[config.mk]
export PLATFORM = sky130hd
export DESIGN_NAME = gtl_back
export DESIGN_NICKNAME = d
export VERILOG_FILES = /design/src/rtl/core/gtl_pkg.sv /design/src/rtl/core/gtl_back.sv
export SDC_FILE = /design/constraint.sdc
export NUM_CORES = 1
export LEC_CHECK = 0
export ABC_CLOCK_PERIOD_IN_PS = 5000
export BUFFER_PORTS_ARGS = -buffer_cell sky130_fd_sc_hd__clkbuf_2
export CAP_MARGIN = 10
export CORE_ASPECT_RATIO = 1.1
export CORE_MARGIN = 2
export CORE_UTILIZATION = 54
export DETAILED_ROUTE_END_ITERATION = 16
export GPL_TIMING_DRIVEN = 1
export HOLD_SLACK_MARGIN = 0.06
export PLACE_DENSITY = 0.79
export SLEW_MARGIN = 10
export SYNTH_ARGS = -nofsm -noshare
export SYNTH_HDL_FRONTEND = slang
export SYNTH_SLANG_ARGS = --single-unit
[constraint.sdc]
create_clock -name i_clk -period 5 [get_ports i_clk]
set_input_delay 0.75 -clock i_clk [delete_from_list [all_inputs] [get_ports i_clk]]
set_output_delay 0.75 -clock i_clk [all_outputs]
set_load 0.01 [all_outputs]
[src/rtl/core/gtl_pkg.sv]
package gtl_pkg;

    // character codes
    localparam logic [7:0] C_NEWLINE  = 8'd10;
    localparam logic [7:0] C_TBL_BASE = 8'd182;
    localparam logic [7:0] C_QUOTE_T  = 8'd39;
    localparam logic [7:0] C_QUOTE_D  = 8'd34;

    // Greek letters that take part in the held-letter rules
    localparam logic [7:0] C_GR_UM = 8'd204;
    localparam logic [7:0] C_GR_LM = 8'd236;
    localparam logic [7:0] C_GR_UN = 8'd205;
    localparam logic [7:0] C_GR_LN = 8'd237;
    localparam logic [7:0] C_GR_UP = 8'd208;
    localparam logic [7:0] C_GR_LP = 8'd240;
    localparam logic [7:0] C_GR_UT = 8'd212;
    localparam logic [7:0] C_GR_LT = 8'd244;

    // Latin bytes for a flushed or paired held letter
    localparam logic [7:0] C_LAT_UM = 8'd77;
    localparam logic [7:0] C_LAT_LM = 8'd109;
    localparam logic [7:0] C_LAT_UN = 8'd78;
    localparam logic [7:0] C_LAT_LN = 8'd110;
    localparam logic [7:0] C_LAT_UB = 8'd66;
    localparam logic [7:0] C_LAT_LB = 8'd98;
    localparam logic [7:0] C_LAT_UD = 8'd68;
    localparam logic [7:0] C_LAT_LD = 8'd100;

    // most bytes one input can cause
    localparam int unsigned C_MAX_BYTES = 4;

    // one input's output bytes, first in bytes[0]
    typedef struct packed {
        logic [C_MAX_BYTES-1:0][7:0] bytes;
        logic [2:0]                  len;
    } t_desc;

    // Greek row lookup: {first, second, third}, zero means no byte.
    // The empty cell and every byte outside the Greek range give all zeros.
    function automatic logic [23:0] f_xlat(input logic [7:0] x);
        logic [23:0] r;
        unique case (x)
            8'd182: r = {C_QUOTE_T, 8'd65, 8'd0};
            8'd183: r = {8'd183, 8'd0, 8'd0};
            8'd184: r = {C_QUOTE_T, 8'd69, 8'd0};
            8'd185: r = {C_QUOTE_T, 8'd72, 8'd0};
            8'd186: r = {C_QUOTE_T, 8'd73, 8'd0};
            8'd187: r = {8'd187, 8'd0, 8'd0};
            8'd188: r = {C_QUOTE_T, 8'd79, 8'd0};
            8'd189: r = {8'd189, 8'd0, 8'd0};
            8'd190: r = {C_QUOTE_T, 8'd89, 8'd0};
            8'd191: r = {C_QUOTE_T, 8'd87, 8'd0};
            8'd192: r = {8'd105, C_QUOTE_T, C_QUOTE_D};
            8'd193: r = {8'd65, 8'd0, 8'd0};
            8'd194: r = {8'd86, 8'd0, 8'd0};
            8'd195: r = {8'd71, 8'd0, 8'd0};
            8'd196: r = {8'd68, 8'd0, 8'd0};
            8'd197: r = {8'd69, 8'd0, 8'd0};
            8'd198: r = {8'd90, 8'd0, 8'd0};
            8'd199: r = {8'd72, 8'd0, 8'd0};
            8'd200: r = {8'd56, 8'd0, 8'd0};
            8'd201: r = {8'd73, 8'd0, 8'd0};
            8'd202: r = {8'd75, 8'd0, 8'd0};
            8'd203: r = {8'd76, 8'd0, 8'd0};
            8'd204: r = {8'd77, 8'd0, 8'd0};
            8'd205: r = {8'd78, 8'd0, 8'd0};
            8'd206: r = {8'd75, 8'd83, 8'd0};
            8'd207: r = {8'd79, 8'd0, 8'd0};
            8'd208: r = {8'd80, 8'd0, 8'd0};
            8'd209: r = {8'd82, 8'd0, 8'd0};
            8'd211: r = {8'd83, 8'd0, 8'd0};
            8'd212: r = {8'd84, 8'd0, 8'd0};
            8'd213: r = {8'd89, 8'd0, 8'd0};
            8'd214: r = {8'd70, 8'd0, 8'd0};
            8'd215: r = {8'd88, 8'd0, 8'd0};
            8'd216: r = {8'd80, 8'd83, 8'd0};
            8'd217: r = {8'd87, 8'd0, 8'd0};
            8'd218: r = {8'd73, C_QUOTE_D, 8'd0};
            8'd219: r = {8'd89, C_QUOTE_D, 8'd0};
            8'd220: r = {8'd97, C_QUOTE_T, 8'd0};
            8'd221: r = {8'd101, C_QUOTE_T, 8'd0};
            8'd222: r = {8'd104, C_QUOTE_T, 8'd0};
            8'd223: r = {8'd105, C_QUOTE_T, 8'd0};
            8'd224: r = {8'd121, C_QUOTE_T, C_QUOTE_D};
            8'd225: r = {8'd97, 8'd0, 8'd0};
            8'd226: r = {8'd118, 8'd0, 8'd0};
            8'd227: r = {8'd103, 8'd0, 8'd0};
            8'd228: r = {8'd100, 8'd0, 8'd0};
            8'd229: r = {8'd101, 8'd0, 8'd0};
            8'd230: r = {8'd122, 8'd0, 8'd0};
            8'd231: r = {8'd104, 8'd0, 8'd0};
            8'd232: r = {8'd56, 8'd0, 8'd0};
            8'd233: r = {8'd105, 8'd0, 8'd0};
            8'd234: r = {8'd107, 8'd0, 8'd0};
            8'd235: r = {8'd108, 8'd0, 8'd0};
            8'd236: r = {8'd109, 8'd0, 8'd0};
            8'd237: r = {8'd110, 8'd0, 8'd0};
            8'd238: r = {8'd107, 8'd115, 8'd0};
            8'd239: r = {8'd111, 8'd0, 8'd0};
            8'd240: r = {8'd112, 8'd0, 8'd0};
            8'd241: r = {8'd114, 8'd0, 8'd0};
            8'd242: r = {8'd115, 8'd0, 8'd0};
            8'd243: r = {8'd115, 8'd0, 8'd0};
            8'd244: r = {8'd116, 8'd0, 8'd0};
            8'd245: r = {8'd121, 8'd0, 8'd0};
            8'd246: r = {8'd102, 8'd0, 8'd0};
            8'd247: r = {8'd120, 8'd0, 8'd0};
            8'd248: r = {8'd112, 8'd115, 8'd0};
            8'd249: r = {8'd119, 8'd0, 8'd0};
            8'd250: r = {8'd105, C_QUOTE_D, 8'd0};
            8'd251: r = {8'd121, C_QUOTE_D, 8'd0};
            8'd252: r = {8'd111, C_QUOTE_T, 8'd0};
            8'd253: r = {8'd121, C_QUOTE_T, 8'd0};
            8'd254: r = {8'd119, C_QUOTE_T, 8'd0};
            default: r = 24'd0;
        endcase
        return r;
    endfunction

endpackage

[src/rtl/core/gtl_back.sv]
module gtl_back
    import gtl_pkg::*;
(
    input  logic       i_clk,
    input  logic       i_rst_n,
    input  logic       i_q_valid,
    input  t_desc      i_q_data,
    output logic       o_q_rd,
    input  logic       i_pop,
    output logic       o_empty,
    output logic [7:0] o_out_byte,
    output logic       o_last
);

    t_desc      r_desc, n_desc;
    logic       r_busy, n_busy;
    logic [1:0] r_idx, n_idx;
    logic       r_out_valid, n_out_valid;
    logic [7:0] r_out_byte, n_out_byte;
    logic       r_out_last, n_out_last;
    logic       out_free;
    logic       take;
    logic       cur_last;
    logic       load;

    // step through the current list one byte per transfer
    always_comb begin
        out_free = !r_out_valid || i_pop;
        cur_last = ({1'b0, r_idx} == (r_desc.len - 3'd1));
        take     = r_busy && out_free;
        load     = i_q_valid && (!r_busy || (take && cur_last));

        n_desc      = r_desc;
        n_busy      = r_busy;
        n_idx       = r_idx;
        n_out_valid = r_out_valid;
        n_out_byte  = r_out_byte;
        n_out_last  = r_out_last;

        if (take) begin
            n_out_valid = 1'b1;
            n_out_byte  = r_desc.bytes[r_idx];
            n_out_last  = cur_last;
            n_idx       = r_idx + 2'd1;
            if (cur_last) begin
                n_busy = 1'b0;
            end
        end else if (i_pop) begin
            n_out_valid = 1'b0;
        end

        if (load) begin
            n_desc = i_q_data;
            n_busy = 1'b1;
            n_idx  = 2'd0;
        end
    end

    always_ff @(posedge i_clk) begin
        if (!i_rst_n) begin
            r_busy      <= 1'b0;
            r_idx       <= 2'd0;
            r_out_valid <= 1'b0;
        end else begin
            r_busy      <= n_busy;
            r_idx       <= n_idx;
            r_out_valid <= n_out_valid;
        end
    end

    always_ff @(posedge i_clk) begin
        r_desc     <= n_desc;
        r_out_byte <= n_out_byte;
        r_out_last <= n_out_last;
    end

    assign o_q_rd     = load;
    assign o_empty    = !r_out_valid;
    assign o_out_byte = r_out_byte;
    assign o_last     = r_out_last;

`ifndef SYNTH
    a_idx_in_list: assert property (@(posedge i_clk) disable iff (!i_rst_n)
        r_busy |-> ({1'b0, r_idx} < r_desc.len))
        else $error("byte index past end of list");
    a_list_nonempty: assert property (@(posedge i_clk) disable iff (!i_rst_n)
        r_busy |-> (r_desc.len != 3'd0) && (r_desc.len <= 3'(C_MAX_BYTES)))
        else $error("list length out of range");
`endif

endmodule

==> metrics.cfg <==
[drt]
wl_per_cell_um=15.6
num_vias=956
drcViolationCount=2
antenna_left=0
via_per_inst=5.40
routed_wl_um=2760
drt-initial-drc-count=40
firstDrtPassIters=10

[worst_setup_path]
crit_fanout=13
cp-start-kind=register
crit_type=register to output pin
cp.arrival_ps=2140
critPathSlowestCell=dfxtp_1
crit_chain=xnor2_1, o41ai_2, and2_1, clkbuf_2
cp.required_ps=4250
cp_slowest_stage_delay_ps=790
end_kind=output pin

[timing]
setup_viol=0
max_slew_margin=0.535
fin_crit_sh=0.577
rsz0062_at_grt=no
hold_viol=0
drv_slew=0
period_needed_ps=2890
setup_tns_ps=0
max_freq_mhz=347
worst_pin_slew_ps=696
finClkSkew_ps=7.64

[synth]
synthTopCellsByArea=edfxtp_1 74%, mux4_2 10%, dfxtp_1 4.5%
ys_types=25
ys_warn_count=0
yosys.area.top_type=edfxtp_1
seq_area_frac_synth=0.782
syn_nets=127
synth_top_area_frac=0.737
netlist_area_sq_um=1790
syn_inst=87
avgSynthCellArea_sq_um=20.6
ys_seq_elements=48

[grt]
grt-ovfl-total=0
track_usage=0.165
grt_pass1_wl_um=4490
gr-max-usage-layer=met2
grt_pass1_vias=1007
globalRouteMet2Util=0.275
antenna_found_initial=0
grt_use_met3=0.0559
use_met1=0.200
grt_max_degree=36

[placed_design]
numPortBuffers=49
hpwlAfterDp_um=2080
gp_congestion=0.767
dpl-instance-area_sq_um=2070
dp_cells=169

[clock_tree]
root_buffer=clkbuf_4
clkLatencyLatePin_ps=350
path_clk_slew_ps=130
cts_max_level=2
cts_max_path_buffers=2
post_cts_resized=0
post-cts-setup-buffer-count=0
holdBufCountCts=0
cts_tree=yes
cts_inserted_buffers=5
clock_sinks=48

[power]
p_leak_nw=0.826
vdd_drop_max_v=0.000217
power_density_nw_per_um2=365

[final_layout]
n_antenna_cell=0
fin_nets=182
stdcell_count=177
synthToLayoutAreaGrowth_pct=20.1
final_cell_area_sq_um=2150
drive_gt1_frac=0.497

[floorplanning]
core_sq_um=3100
initial_core_util=0.578
die_area_sq_um=3800
pin_count=50
rows=21
die_y_um=64.4
fp.dieW_um=58.9

[outcome]
violations=DRC
status=finished, violations left

[flow_run]
maxCapViolations=0

[worst_hold_path]
worstHoldPathType=input port to register

==> path summary, 6_finish.rpt <==
kind / startpoint / to / slack, ps / cells after the start
worst max-delay path: r_idx[0] / o_q_rd / 2110 / 4
worst min-delay path: i_q_data[7] / r_desc[7] / 570 / 1
worst max register to register: r_idx[0] / r_desc[27] / 2620 / 4
worst min register to register: r_busy / r_out_valid / 600 / 2
==> registers in the layout (all words and copies together), names as in the netlist <==
name         count
r_desc          35
o_out_byte       8
r_idx            2
o_last           1
r_busy           1
r_out_valid      1
==> through the flow <==
stage	power, mW	utilization	worst slack (ps)	hold slack [ps]
5_1_grt	0.820	0.695	1850	529
3_5_place_dp	0.576	0.669	2450	562
2_1_floorplan	0.543	-	1950	523
6_report	0.785	0.695	2110	566
4_1_cts	0.796	0.695	2060	543
3_3_place_gp	0.571	0.669	2480	561
==> Yosys cell counts <==
master	count
and2b_4	1
nand2b_1	1
nor2_1	2
inv_1	5
buf_4	2
nand3b_1	1
ha_1	1
and2_2	1
o41ai_2	1
a221oi_1	1
nor3_1	1
xor2_1	1
a21oi_1	1
and2b_2	1
edfxtp_1	44
nand4b_1	1
o21ai_0	1
mux4_2	8
and2_1	1
nand2_1	3
xnor2_1	2
or3_1	1
a211o_2	1
dfxtp_1	4
o221ai_1	1
==> cells by family after synthesis <==
family                   count (synthesis)  share of synthesized area
AND/OR/NAND/NOR                         14                     0.0475
multiplexers                             8                      0.100
buffers and inverters                    7                     0.0188
adder cells (fa/ha/maj)                  1                    0.00698
AO/OA/AOI/OAI                            6                     0.0300
flip-flops                              48                      0.782
XOR/XNOR                                 3                     0.0147
==> power by group <==
| part | total [mW] | internal [mW] | switching [mW] | leakage, nW |
|---|---|---|---|---|
| Clock | 0.219 | 0.104 | 0.115 | 0.0412 |
| Sequential | 0.491 | 0.474 | 0.0164 | 0.453 |
| Combinational | 0.0752 | 0.0409 | 0.0343 | 0.331 |
| Total | 0.785 | 0.619 | 0.166 | 0.826 |
==> area by class of cell <==
cell class | instances | area, sq um
Fill cell | 207 | 947
Clock inverter | 3 | 42.5
Timing Repair Buffer | 50 | 253
Sequential cell | 48 | 1400
Multi-Input combinational cell | 32 | 358
Inverter | 5 | 18.8
Clock buffer | 5 | 37.5
Tap cell | 34 | 42.5
==> routing by layer <==
layer / vias to the layer above / share of wire
li1: 456 / -
met1: 453 / 0.39
met2: 45 / 0.53
met3: 2 / 0.075
met4: 0 / 0.0076
met5: - / 0
==> placed cells by master (no fill, tap or decap) <==
cell	instances
clkbuf_4	5
nand2_1	3
clkinvlp_4	1
clkinv_2	1
mux4_2	8
o21ai_0	1
a211o_2	1
a221oi_1	1
edfxtp_1	44
a21oi_1	1
bufinv_16	1
or3_1	1
dfxtp_1	4
inv_1	5
xnor2_1	2
buf_4	1
and2_2	1
o221ai_1	1
and2b_2	1
and2b_4	1
ha_1	1
nand2b_1	1
nor2_1	2
xor2_1	1
nand3b_1	1
nor3_1	1
and2_1	1
clkbuf_2	49
o41ai_2	1
nand4b_1	1
==> worst max-delay path, delay by kind of cell, from the launching register on <==
| kind | cells | cell delay [ps] |
|---|---|---|
| buf+inv | 1 | 150 |
| compound gates | 1 | 400 |
| xor+xnor | 1 | 210 |
| flops | 1 | 790 |
| simple gates | 1 | 240 |
Note: power is estimated with default switching activity, not from simulation.
