[src/rtl/core/gtl_pkg.sv]
package gtl_pkg;

    // character codes
    localparam logic [7:0] C_NEWLINE  = 8'd10;
    localparam logic [7:0] C_TBL_BASE = 8'd182;
    localparam logic [7:0] C_QUOTE_T  = 8'd39;
    localparam logic [7:0] C_QUOTE_D  = 8'd34;

    // Greek letters that take part in the held-letter rules
    localparam logic [7:0] C_GR_UM = 8'd204;
    localparam logic [7:0] C_GR_LM = 8'd236;
    localparam logic [7:0] C_GR_UN = 8'd205;
    localparam logic [7:0] C_GR_LN = 8'd237;
    localparam logic [7:0] C_GR_UP = 8'd208;
    localparam logic [7:0] C_GR_LP = 8'd240;
    localparam logic [7:0] C_GR_UT = 8'd212;
    localparam logic [7:0] C_GR_LT = 8'd244;

    // Latin bytes for a flushed or paired held letter
    localparam logic [7:0] C_LAT_UM = 8'd77;
    localparam logic [7:0] C_LAT_LM = 8'd109;
    localparam logic [7:0] C_LAT_UN = 8'd78;
    localparam logic [7:0] C_LAT_LN = 8'd110;
    localparam logic [7:0] C_LAT_UB = 8'd66;
    localparam logic [7:0] C_LAT_LB = 8'd98;
    localparam logic [7:0] C_LAT_UD = 8'd68;
    localparam logic [7:0] C_LAT_LD = 8'd100;

    // most bytes one input can cause
    localparam int unsigned C_MAX_BYTES = 4;

    // one input's output bytes, first in bytes[0]
    typedef struct packed {
        logic [C_MAX_BYTES-1:0][7:0] bytes;
        logic [2:0]                  len;
    } t_desc;

    // Greek row lookup: {first, second, third}, zero means no byte.
    // The empty cell and every byte outside the Greek range give all zeros.
    function automatic logic [23:0] f_xlat(input logic [7:0] x);
        logic [23:0] r;
        unique case (x)
            8'd182: r = {C_QUOTE_T, 8'd65, 8'd0};
            8'd183: r = {8'd183, 8'd0, 8'd0};
            8'd184: r = {C_QUOTE_T, 8'd69, 8'd0};
            8'd185: r = {C_QUOTE_T, 8'd72, 8'd0};
            8'd186: r = {C_QUOTE_T, 8'd73, 8'd0};
            8'd187: r = {8'd187, 8'd0, 8'd0};
            8'd188: r = {C_QUOTE_T, 8'd79, 8'd0};
            8'd189: r = {8'd189, 8'd0, 8'd0};
            8'd190: r = {C_QUOTE_T, 8'd89, 8'd0};
            8'd191: r = {C_QUOTE_T, 8'd87, 8'd0};
            8'd192: r = {8'd105, C_QUOTE_T, C_QUOTE_D};
            8'd193: r = {8'd65, 8'd0, 8'd0};
            8'd194: r = {8'd86, 8'd0, 8'd0};
            8'd195: r = {8'd71, 8'd0, 8'd0};
            8'd196: r = {8'd68, 8'd0, 8'd0};
            8'd197: r = {8'd69, 8'd0, 8'd0};
            8'd198: r = {8'd90, 8'd0, 8'd0};
            8'd199: r = {8'd72, 8'd0, 8'd0};
            8'd200: r = {8'd56, 8'd0, 8'd0};
            8'd201: r = {8'd73, 8'd0, 8'd0};
            8'd202: r = {8'd75, 8'd0, 8'd0};
            8'd203: r = {8'd76, 8'd0, 8'd0};
            8'd204: r = {8'd77, 8'd0, 8'd0};
            8'd205: r = {8'd78, 8'd0, 8'd0};
            8'd206: r = {8'd75, 8'd83, 8'd0};
            8'd207: r = {8'd79, 8'd0, 8'd0};
            8'd208: r = {8'd80, 8'd0, 8'd0};
            8'd209: r = {8'd82, 8'd0, 8'd0};
            8'd211: r = {8'd83, 8'd0, 8'd0};
            8'd212: r = {8'd84, 8'd0, 8'd0};
            8'd213: r = {8'd89, 8'd0, 8'd0};
            8'd214: r = {8'd70, 8'd0, 8'd0};
            8'd215: r = {8'd88, 8'd0, 8'd0};
            8'd216: r = {8'd80, 8'd83, 8'd0};
            8'd217: r = {8'd87, 8'd0, 8'd0};
            8'd218: r = {8'd73, C_QUOTE_D, 8'd0};
            8'd219: r = {8'd89, C_QUOTE_D, 8'd0};
            8'd220: r = {8'd97, C_QUOTE_T, 8'd0};
            8'd221: r = {8'd101, C_QUOTE_T, 8'd0};
            8'd222: r = {8'd104, C_QUOTE_T, 8'd0};
            8'd223: r = {8'd105, C_QUOTE_T, 8'd0};
            8'd224: r = {8'd121, C_QUOTE_T, C_QUOTE_D};
            8'd225: r = {8'd97, 8'd0, 8'd0};
            8'd226: r = {8'd118, 8'd0, 8'd0};
            8'd227: r = {8'd103, 8'd0, 8'd0};
            8'd228: r = {8'd100, 8'd0, 8'd0};
            8'd229: r = {8'd101, 8'd0, 8'd0};
            8'd230: r = {8'd122, 8'd0, 8'd0};
            8'd231: r = {8'd104, 8'd0, 8'd0};
            8'd232: r = {8'd56, 8'd0, 8'd0};
            8'd233: r = {8'd105, 8'd0, 8'd0};
            8'd234: r = {8'd107, 8'd0, 8'd0};
            8'd235: r = {8'd108, 8'd0, 8'd0};
            8'd236: r = {8'd109, 8'd0, 8'd0};
            8'd237: r = {8'd110, 8'd0, 8'd0};
            8'd238: r = {8'd107, 8'd115, 8'd0};
            8'd239: r = {8'd111, 8'd0, 8'd0};
            8'd240: r = {8'd112, 8'd0, 8'd0};
            8'd241: r = {8'd114, 8'd0, 8'd0};
            8'd242: r = {8'd115, 8'd0, 8'd0};
            8'd243: r = {8'd115, 8'd0, 8'd0};
            8'd244: r = {8'd116, 8'd0, 8'd0};
            8'd245: r = {8'd121, 8'd0, 8'd0};
            8'd246: r = {8'd102, 8'd0, 8'd0};
            8'd247: r = {8'd120, 8'd0, 8'd0};
            8'd248: r = {8'd112, 8'd115, 8'd0};
            8'd249: r = {8'd119, 8'd0, 8'd0};
            8'd250: r = {8'd105, C_QUOTE_D, 8'd0};
            8'd251: r = {8'd121, C_QUOTE_D, 8'd0};
            8'd252: r = {8'd111, C_QUOTE_T, 8'd0};
            8'd253: r = {8'd121, C_QUOTE_T, 8'd0};
            8'd254: r = {8'd119, C_QUOTE_T, 8'd0};
            default: r = 24'd0;
        endcase
        return r;
    endfunction

endpackage

[src/rtl/core/gtl_fifo.sv]
module gtl_fifo
    import gtl_pkg::*;
#(
    parameter int unsigned DEPTH = 4
) (
    input  logic  i_clk,
    input  logic  i_rst_n,
    input  logic  i_wr,
    input  t_desc i_wr_data,
    output logic  o_full,
    input  logic  i_rd,
    output logic  o_valid,
    output t_desc o_rd_data
);

    localparam int unsigned PW = $clog2(DEPTH);
    localparam int unsigned CW = $clog2(DEPTH + 1);

    t_desc         r_mem [DEPTH];
    logic [PW-1:0] r_wr_ptr, n_wr_ptr;
    logic [PW-1:0] r_rd_ptr, n_rd_ptr;
    logic [CW-1:0] r_count, n_count;
    logic          wr_en, rd_en;

    assign o_full    = (r_count == CW'(DEPTH));
    assign o_valid   = (r_count != '0);
    assign o_rd_data = r_mem[r_rd_ptr];
    assign wr_en     = i_wr && !o_full;
    assign rd_en     = i_rd && o_valid;

    // pointer wrap and occupancy
    always_comb begin
        n_wr_ptr = r_wr_ptr;
        n_rd_ptr = r_rd_ptr;
        n_count  = r_count;
        if (wr_en) begin
            n_wr_ptr = (r_wr_ptr == PW'(DEPTH - 1)) ? '0 : r_wr_ptr + PW'(1);
        end
        if (rd_en) begin
            n_rd_ptr = (r_rd_ptr == PW'(DEPTH - 1)) ? '0 : r_rd_ptr + PW'(1);
        end
        if (wr_en && !rd_en) begin
            n_count = r_count + CW'(1);
        end else if (rd_en && !wr_en) begin
            n_count = r_count - CW'(1);
        end
    end

    always_ff @(posedge i_clk) begin
        if (!i_rst_n) begin
            r_wr_ptr <= '0;
            r_rd_ptr <= '0;
            r_count  <= '0;
        end else begin
            r_wr_ptr <= n_wr_ptr;
            r_rd_ptr <= n_rd_ptr;
            r_count  <= n_count;
        end
    end

    always_ff @(posedge i_clk) begin
        if (wr_en) begin
            r_mem[r_wr_ptr] <= i_wr_data;
        end
    end

`ifndef SYNTH
    a_count_bound: assert property (@(posedge i_clk) disable iff (!i_rst_n)
        r_count <= CW'(DEPTH))
        else $error("queue occupancy beyond depth");
    a_no_drop: assert property (@(posedge i_clk) disable iff (!i_rst_n)
        i_wr |-> !o_full)
        else $error("transfer into a full queue");
`endif

endmodule

[config.mk]
export PLATFORM = sky130hd
export DESIGN_NAME = gtl_fifo
export DESIGN_NICKNAME = d
export VERILOG_FILES = /design/src/rtl/core/gtl_pkg.sv /design/src/rtl/core/gtl_fifo.sv
export SDC_FILE = /design/constraint.sdc
export NUM_CORES = 1
export LEC_CHECK = 0
export BUFFER_PORTS_ARGS = -buffer_cell sky130_fd_sc_hd__buf_2
export CORE_MARGIN = 2
export CORE_UTILIZATION = 46
export CTS_BUF_LIST = sky130_fd_sc_hd__clkbuf_4
export DETAILED_ROUTE_END_ITERATION = 10
export PLACE_DENSITY = 0.65
export SYNTH_ARGS = -nofsm -noshare
export SYNTH_HDL_FRONTEND = slang
export SYNTH_SLANG_ARGS = --single-unit
export TNS_END_PERCENT = 5
[constraint.sdc]
create_clock -name i_clk -period 3.26 [get_ports i_clk]
set_input_delay 0.163 -clock i_clk [delete_from_list [all_inputs] [get_ports i_clk]]
set_output_delay 0.163 -clock i_clk [all_outputs]
set_load 0.1 [all_outputs]
==> results of run 1 <==
-- registers in the layout, summed over array words and instances, names as in the netlist, named ones only --
register,count
r_mem,140
r_count,3
r_rd_ptr,2
r_wr_ptr,2
-- metal layers --
layer  up-vias  global-route usage  wire, µm
li1       1232                   -         -
met1      1376               0.196      4180
met2        71               0.254      4730
met3         9              0.0529       484
met4         0              0.0634       118
met5         -                   0         0
-- repair_timing --
item | in CTS | in global routing
endpoints found under the hold margin | 147 | 0
setup endpoints to repair | 0 | 0
hold buffers | 36 | 0
-- worst max path at each step --
stage / to / slack [ps] / cells past startpoint
2_1_floorplan: r_count[2]$_SDFFE_PN0P_ / 360 / 9
3_3_place_gp: r_count[2]$_SDFFE_PN0P_ / 1030 / 8
3_5_place_dp: r_count[2]$_SDFFE_PN0P_ / 890 / 8
4_1_cts: o_rd_data[28] / 590 / 3
5_1_grt: o_rd_data[27] / 500 / 3
6_report: o_rd_data[27] / 700 / 3
-- cell usage after synthesis --
cell type and number:
a21boi_0 1, and2_1 5, buf_12 3, buf_2 4, buf_6 1, clkbuf_1 1, clkbuf_2 1, dfxtp_1 9
edfxtp_1 140, fa_1 1, ha_1 6, inv_1 3, mux2i_1 3, mux4_1 5, mux4_2 30, nand2_1 6
nand3_1 2, nor2_1 2, nor2b_1 2, nor3b_2 1, o21ai_0 3, o31ai_1 1, or3_1 2, xnor2_1 1
xor2_1 1
-- per-stage QoR --
stage	hold WS, ps	area [µm²]	total power (W)	cells
after floorplan	262	5580	0.00468	234
after global placement	376	6130	0.00502	453
after detailed placement	378	6130	0.00504	453
after CTS	5.14	6760	0.00616	521
after global routing	62.7	6760	0.00633	521
final	58.6	6760	0.00608	521
-- layout make-up --
| class | instances | area, µm² | area share |
|---|---|---|---|
| clock buffer | 21 | 158 | 0.0233 |
| sequential | 149 | 4390 | 0.649 |
| timing repair buffer | 118 | 813 | 0.120 |
| clock inverter | 11 | 110 | 0.0163 |
| tap | 147 | 184 | 0.0272 |
| multi-input combinational | 72 | 1090 | 0.162 |
| inverter | 3 | 11.3 | 0.00167 |
-- logic make-up after synthesis --
logic type / count (synthesis) / share of synthesized area
flip-flops: 149 / 0.785
AO/OA/AOI/OAI: 5 / 0.00538
buffers and inverters: 13 / 0.0199
AND/OR/NAND/NOR: 20 / 0.0195
adder cells (fa/ha/maj): 7 / 0.0170
XOR/XNOR: 2 / 0.00314
multiplexers: 38 / 0.150
-- cells in the final DEF (no fill, tap or decap) --
cell type      netlist  layout
clkinv_4             0       2
nand3_1              2       2
edfxtp_1           140     140
nor2b_1              2       2
fa_1                 1       1
xnor2_1              1       1
ha_1                 6       6
nor2_1               2       2
mux2i_1              3       3
dfxtp_2              0       2
clkbuf_4             0      21
clkinvlp_4           0       1
nor3b_2              1       1
buf_12               3       2
dfxtp_1              9       7
nand2_1              6       6
o21ai_0              3       3
mux4_2              30      30
and2_1               5       1
o31ai_1              1       1
inv_1                3       3
dlygate4sd3_1        0      36
buf_2                4      75
a21boi_0             1       1
and2_2               0       4
mux4_1               5       5
or3_1                2       2
bufinv_16            0       2
xor2_1               1       1
clkinv_1             0       4
clkinv_2             0       2
buf_4                0       5
-- critical path, stage by stage (launching register included) --
cell     delay (ps)
dfxtp_2         630
buf_12          280
mux4_1          630
buf_2           320
-- power by group --
group	switching, W	leakage, nW	internal [W]
clock network	0.000599	0.147	0.000479
logic	0.00196	0.835	0.000584
registers	0.000132	1.36	0.00233
total	0.00269	2.34	0.00339
==> results.sh, run 1 <==
export IMPL_end_kind="output port"
export IMPL_grt_use_total=0.157
export IMPL_rrSetupSlack_ps=850
export IMPL_rows=40
export IMPL_reg2regPathDepth=8
export IMPL_yosysTopAreaCell="edfxtp_1"
export IMPL_die_x_um=114
export IMPL_drc=0
export IMPL_timing_slew_headroom=0.368
export IMPL_fin_util=0.567
export IMPL_port_buffers=75
export IMPL_tightest_slew_ps=947
export IMPL_first_global_vias=2815
export IMPL_yosysTopAreaCellShare=0.753
export IMPL_cts_sinks=149
export IMPL_skew_ps=15.7
export IMPL_via_count=2688
export IMPL_yosys_warnings=0
export IMPL_fin_crit_ps=2560
export IMPL_post_cts_resized=0
export IMPL_synth_distinct_cells=25
export IMPL_cp_required_ps=3100
export IMPL_maxCapViolCount=0
export IMPL_drtPass1Iterations=4
export IMPL_overflow=0
export IMPL_fin_tns_setup_ps=0
export IMPL_drv_slew=0
export IMPL_syn_inst=234
export IMPL_grt_setup_unrepaired="false"
export IMPL_cts_tree="done"
export IMPL_r2r_end="r_count[2]$_SDFFE_PN0P_"
export IMPL_routedWlPerCell_um=18.3
export IMPL_fillers=923
export IMPL_cts_setup_buffers=0
export IMPL_avgSynthCellArea_um2=23.9
export IMPL_first_iter_violations=191
export IMPL_setup_slack_ps=703
export IMPL_syn_area_um2=5580
export IMPL_dp_slack_ps=885
export IMPL_antenna_found_initial=0
export IMPL_fmax_mhz=391
export IMPL_worstPathArrival_ps=2390
export IMPL_status="completed"
export IMPL_setup_viol=0
export IMPL_ys_seq_area_frac=0.785
export IMPL_area_growth_pct=21.0
export IMPL_start_util=0.469
export IMPL_root_buffer="clkbuf_4"
export IMPL_ir_drop_mv=0.522
export IMPL_min_period_over_period=0.784
export IMPL_ioPinCount=76
export IMPL_start_kind="flop"
export IMPL_nNetsFinal=407
export IMPL_viasPerCell=5.16
export IMPL_dpl_hpwl_um=5610
export IMPL_synth_seq_cells=149
export IMPL_hold_path_depth=3
export IMPL_cellLeakagePower_nw=2.34
export IMPL_ant_nets=0
export IMPL_hp_start="i_rd"
export IMPL_clock_latency_ps=520
export IMPL_die_area_um2=13000
export IMPL_cts_buffers=17
export IMPL_core_area_um2=11900
export IMPL_antenna_cells=0
export IMPL_cp_max_fo=24
export IMPL_gp_congestion=0.664
export IMPL_clk_pin_slew_ps=110
export IMPL_hp_class="primary input to flop"
export IMPL_rr_startpoint="r_count[0]$_SDFFE_PN0P_"
export IMPL_grt_pass1_wl_um=14700
export IMPL_die_h_um=114
export IMPL_path_class="flop to output port"
export IMPL_grt_max_degree=36
export IMPL_clk_path_buf_depth=2
export IMPL_wl_um=9510
export IMPL_hold_viol_final=0
export IMPL_synth_nets=280
export IMPL_drive_gt1_frac=0.393
export IMPL_power_density_nw_per_um2=900
export IMPL_synth_area_leaders="edfxtp_1 75%, mux4_2 12%, dfxtp_1 3.2%"
export IMPL_cts_max_level=4
Power figures use the tool's default switching activity.
==> run 2: changes to the inputs <==
==> constraint.sdc (replaced) <==
create_clock -name i_clk -period 2.5 [get_ports i_clk]
set_input_delay 0.125 -clock i_clk [delete_from_list [all_inputs] [get_ports i_clk]]
set_output_delay 0.125 -clock i_clk [all_outputs]
set_load 0.1 [all_outputs]
==> results.sh, run 2 (same netlist as run 1, synthesis figures left out) <==
export IMPL_skew_ps=14.7
export IMPL_cp_max_fo=20
export IMPL_rows=40
export IMPL_die_h_um=114
export IMPL_drive_gt1_frac=0.406
export IMPL_layoutNonFillerInstCount=524
export IMPL_setup_viol=0
export IMPL_antenna_found_initial=0
export IMPL_final_common_cell="edfxtp_1"
export IMPL_cts_hold_buf=37
export IMPL_end_kind="output port"
export IMPL_cp_required_ps=2380
export IMPL_via_count=2692
export IMPL_layout_common_cells="140 x edfxtp_1, 75 x buf_2, 37 x dlygate4sd3_1"
export IMPL_tightest_slew_ps=521
export IMPL_cts_setup_buffers=0
export IMPL_largest_register_ffs=140
export IMPL_fillers=930
export IMPL_wl_um=9610
export IMPL_reg_top3="r_mem (140), r_count (3)"
export IMPL_post_cts_resized=0
export IMPL_first_iter_violations=185
export IMPL_fmax_mhz=438
export IMPL_power_density_nw_per_um2=1140
export IMPL_timing_slew_headroom=0.655
export IMPL_cts_sinks=149
export IMPL_cts_buffers=17
export IMPL_clk_path_buf_depth=2
export IMPL_hp_class="primary input to flop"
export IMPL_fin_util=0.571
export IMPL_cts_tree="done"
export IMPL_clock_latency_ps=510
export IMPL_antenna_cells=0
export IMPL_nNetsFinal=411
export IMPL_hold_viol_final=0
export IMPL_start_util=0.469
export IMPL_routedWlPerCell_um=18.3
export IMPL_first_global_vias=2865
export IMPL_path_class="flop to output port"
export IMPL_grt_max_degree=24
export IMPL_grt_use_total=0.159
export IMPL_cellLeakagePower_nw=2.34
export IMPL_power_w=0.00777
export IMPL_worstPathArrival_ps=2160
export IMPL_ir_drop_mv=0.987
export IMPL_status="completed"
export IMPL_die_x_um=114
export IMPL_min_period_over_period=0.913
export IMPL_grt_setup_unrepaired="false"
export IMPL_gp_congestion=0.697
export IMPL_drc=0
export IMPL_multiInputGateArea_um2=1100
export IMPL_fin_tns_setup_ps=0
export IMPL_hold_ws_ps=155
export IMPL_area_growth_pct=21.7
export IMPL_fin_crit_ps=2280
export IMPL_grt_pass1_wl_um=14900
export IMPL_dpl_hpwl_um=5780
export IMPL_maxCapViolCount=0
export IMPL_viasPerCell=5.14
export IMPL_die_area_um2=13000
export IMPL_drv_slew=0
export IMPL_ant_nets=0
export IMPL_overflow=0
export IMPL_seqCellArea_um2=4390
export IMPL_ioPinCount=76
export IMPL_root_buffer="clkbuf_4"
export IMPL_clk_pin_slew_ps=110
export IMPL_port_buffers=75
export IMPL_core_area_um2=11900
export IMPL_cts_max_level=4
export IMPL_start_kind="flop"
export IMPL_dp_cells=456
export IMPL_drtPass1Iterations=4
export IMPL_largest_register="r_mem"
[run 2: cell count changes in the layout (fill, tap and decap cells not counted), sizes merged]
| cell | previous run | this run |
|---|---|---|
| bufinv | 2 | 0 |
| clkinvlp | 1 | 2 |
| buf | 82 | 85 |
| clkinv | 8 | 9 |
| dlygate4sd3 | 36 | 37 |
| clkbuf | 21 | 20 |
[run 2: worst paths after layout]
check	start	to	slack, ps	cells after the start
max	flop	o_rd_data[26]	220	3
min	i_wr	r_wr_ptr[1]$_SDFFE_PN0P_	160	4
max reg2reg	r_count[1]$_SDFFE_PN0P_	r_count[2]$_SDFFE_PN0P_	390	7
min reg2reg	r_wr_ptr[1]$_SDFFE_PN0P_	r_wr_ptr[1]$_SDFFE_PN0P_	510	2
[run 2: where the power goes]
group | internal, W | leakage (nW) | switching [W] | total (W)
clock network | 0.000406 | 0.121 | 0.000774 | 0.00118
logic | 0.000805 | 0.864 | 0.00261 | 0.00341
registers | 0.00304 | 1.36 | 0.000134 | 0.00317
total | 0.00425 | 2.34 | 0.00352 | 0.00777
[run 2: critical path: stages (launching register included)]
cell     delay [ps]
dfxtp_2         510
buf_12          240
mux4_1          570
buf_2           310
[run 2: final cells by class]
cell class / count / share of cell area
sequential: 149 / 0.646
multi-input combinational: 72 / 0.162
timing repair buffer: 122 / 0.132
tap: 147 / 0.0271
clock buffer: 20 / 0.0221
clock inverter: 11 / 0.00939
inverter: 3 / 0.00166
[run 2: through the flow]
stage               setup slack [ps]  instance area, µm²
finish                           218                6800
detailed placement               403                6210
global route                    46.9                6800
global placement                 457                6210
floorplan                       26.6                5600
CTS                             98.7                6800
[run 2: layer usage]
layer / GRT usage / part of all wire / vias to the layer above
met5: 0 / 0 / -
met3: 0.0566 / 0.050 / 7
li1: - / - / 1243
met4: 0.0585 / 0.0089 / 0
met2: 0.259 / 0.49 / 74
met1: 0.198 / 0.45 / 1368
==> run 3: changes to the inputs <==
==> constraint.sdc (replaced) <==
create_clock -name i_clk -period 2.3 [get_ports i_clk]
set_input_delay 0.115 -clock i_clk [delete_from_list [all_inputs] [get_ports i_clk]]
set_output_delay 0.115 -clock i_clk [all_outputs]
set_load 0.1 [all_outputs]
==> results.sh, run 3 (same netlist as run 1, synthesis figures left out) <==
export IMPL_hold_viol_final=0
export IMPL_routedWlPerCell_um=18.5
export IMPL_cts_setup_buffers=0
export IMPL_hp_start="i_rd"
export IMPL_maxCapViolCount=0
export IMPL_hold_path_depth=4
export IMPL_reg_top3="r_mem (140), r_count (3)"
export IMPL_core_area_um2=11900
export IMPL_fmax_mhz=461
export IMPL_drtPass1Iterations=4
export IMPL_layout_common_cells="140 x edfxtp_1, 71 x buf_2, 36 x dlygate4sd3_1"
export IMPL_internal_power_w=0.00487
export IMPL_worstPathArrival_ps=2050
export IMPL_timing_slew_headroom=0.663
export IMPL_reg2regPathDepth=8
export IMPL_path_class="flop to output port"
export IMPL_root_buffer="clkbuf_4"
export IMPL_clkPwrFrac=0.169
export IMPL_seq_power_share=0.397
export IMPL_ir_drop_mv=0.704
export IMPL_nNetsFinal=411
export IMPL_setup_slack_ps=131
export IMPL_end_kind="output port"
export IMPL_cts_tree="done"
export IMPL_clk_path_buf_depth=2
export IMPL_clock_latency_ps=530
export IMPL_min_period_over_period=0.943
export IMPL_power_density_nw_per_um2=1260
export IMPL_largest_register="r_mem"
export IMPL_cp_required_ps=2180
export IMPL_final_common_cell="edfxtp_1"
export IMPL_gp_congestion=0.721
export IMPL_cts_sinks=149
export IMPL_rrSetupSlack_ps=200
export IMPL_ant_nets=0
export IMPL_overflow=0
export IMPL_hold_ws_ps=57.2
export IMPL_cts_buffers=17
export IMPL_grt_setup_unrepaired="false"
export IMPL_skew_ps=13.0
export IMPL_fillers=913
export IMPL_dp_cells=457
export IMPL_ioPinCount=76
export IMPL_area_growth_pct=23.2
export IMPL_rows=40
export IMPL_status="completed"
export IMPL_die_h_um=114
export IMPL_fin_crit_ps=2170
export IMPL_layoutNonFillerInstCount=523
export IMPL_port_buffers=75
export IMPL_dpl_hpwl_um=5630
export IMPL_largest_register_ffs=140
export IMPL_clk_pin_slew_ps=110
export IMPL_p_sw_w=0.00383
export IMPL_drc=0
export IMPL_tightest_slew_ps=508
export IMPL_r2r_end="r_count[2]$_SDFFE_PN0P_"
export IMPL_hp_class="primary input to flop"
export IMPL_comb_power_share=0.435
export IMPL_wl_um=9660
export IMPL_drv_slew=0
export IMPL_dpl_cell_area_um2=6250
export IMPL_via_count=2708
export IMPL_cellLeakagePower_nw=2.38
export IMPL_drive_gt1_frac=0.415
export IMPL_die_area_um2=13000
export IMPL_grt_use_total=0.159
export IMPL_first_iter_violations=207
export IMPL_die_x_um=114
export IMPL_setup_viol=0
export IMPL_antenna_found_initial=0
export IMPL_design_area_um2=6880
export IMPL_first_global_vias=2907
export IMPL_antenna_cells=0
export IMPL_switching_share=0.440
export IMPL_grt_pass1_wl_um=14900
export IMPL_viasPerCell=5.18
export IMPL_cts_max_level=4
export IMPL_start_kind="flop"
export IMPL_start_util=0.469
export IMPL_cp_max_fo=22
export IMPL_fin_util=0.578
export IMPL_grt_max_degree=36
export IMPL_dp_slack_ps=97.7
export IMPL_rr_startpoint="r_count[1]$_SDFFE_PN0P_"
-- run 3: changes by cell type in the layout (fill, tap and decap cells not counted), moves of 2 or more --
cell        before  now
buf_6            0    2
dfxtp_2          4    2
clkinvlp_4       2    0
buf_2           75   71
dfxtp_4          0    2
bufinv_16        0    2
-- run 3: worst max-delay path by stage --
stage | to | cells past startpoint | from
after CTS | o_rd_data[28] | 3 | flop
after detailed placement | r_count[2]$_SDFFE_PN0P_ | 7 | r_count[1]$_SDFFE_PN0P_
final | o_rd_data[28] | 3 | flop
after global placement | r_count[2]$_SDFFE_PN0P_ | 7 | r_count[1]$_SDFFE_PN0P_
after floorplan | r_mem[1][0]$_DFFE_PP_ | 4 | r_count[0]$_SDFFE_PN0P_
after global routing | o_rd_data[25] | 3 | flop
-- run 3: layout make-up --
| type | instances | area, µm² | share of cell area |
|---|---|---|---|
| Timing Repair Buffer | 122 | 923 | 0.134 |
| Clock buffer | 18 | 135 | 0.0196 |
| Multi-Input combinational cell | 72 | 1120 | 0.163 |
| Clock inverter | 12 | 114 | 0.0165 |
| Tap cell | 147 | 184 | 0.0267 |
| Sequential cell | 149 | 4390 | 0.639 |
| Inverter | 3 | 11.3 | 0.00164 |
-- run 3: critical path: stages (launching register included) --
cell	delay (ps)
dfxtp_4	440
buf_12	230
mux4_1	630
buf_6	220
-- run 3: through the flow --
| stage | total power [W] | TNS, ps |
|---|---|---|
| final | 0.00870 | 0 |
| after global routing | 0.00904 | 0 |
| after CTS | 0.00880 | 0 |
| after detailed placement | 0.00725 | 0 |
| after global placement | 0.00721 | 0 |
| after floorplan | 0.00667 | -16670 |
-- run 3: power groups by stage --
| stage | sequential [W] | combinational (W) | clock (W) |
|---|---|---|---|
| after global routing | 0.00349 | 0.00393 | 0.00162 |
| after detailed placement | 0.00352 | 0.00374 | 0 |
| after global placement | 0.00349 | 0.00372 | 0 |
| final | 0.00345 | 0.00378 | 0.00147 |
| after floorplan | 0.00344 | 0.00323 | 0 |
| after CTS | 0.00346 | 0.00381 | 0.00153 |
-- run 3: what timing repair did --
| action | CTS | global route |
|---|---|---|
| gates resized for setup | 4 | 4 |
| hold buffers | 36 | 0 |
| endpoints found under the setup margin | 25 | 5 |
| hold endpoints to repair | 149 | 0 |
| cloned | 0 | 0 |
| pin swaps | 0 | 0 |
-- run 3: routing by layer --
layer	GRT usage	up-vias	part of all wire
li1	-	1241	-
met1	0.191	1388	0.42
met2	0.266	61	0.52
met3	0.0466	18	0.036
met4	0.0780	0	0.021
met5	0	-	0
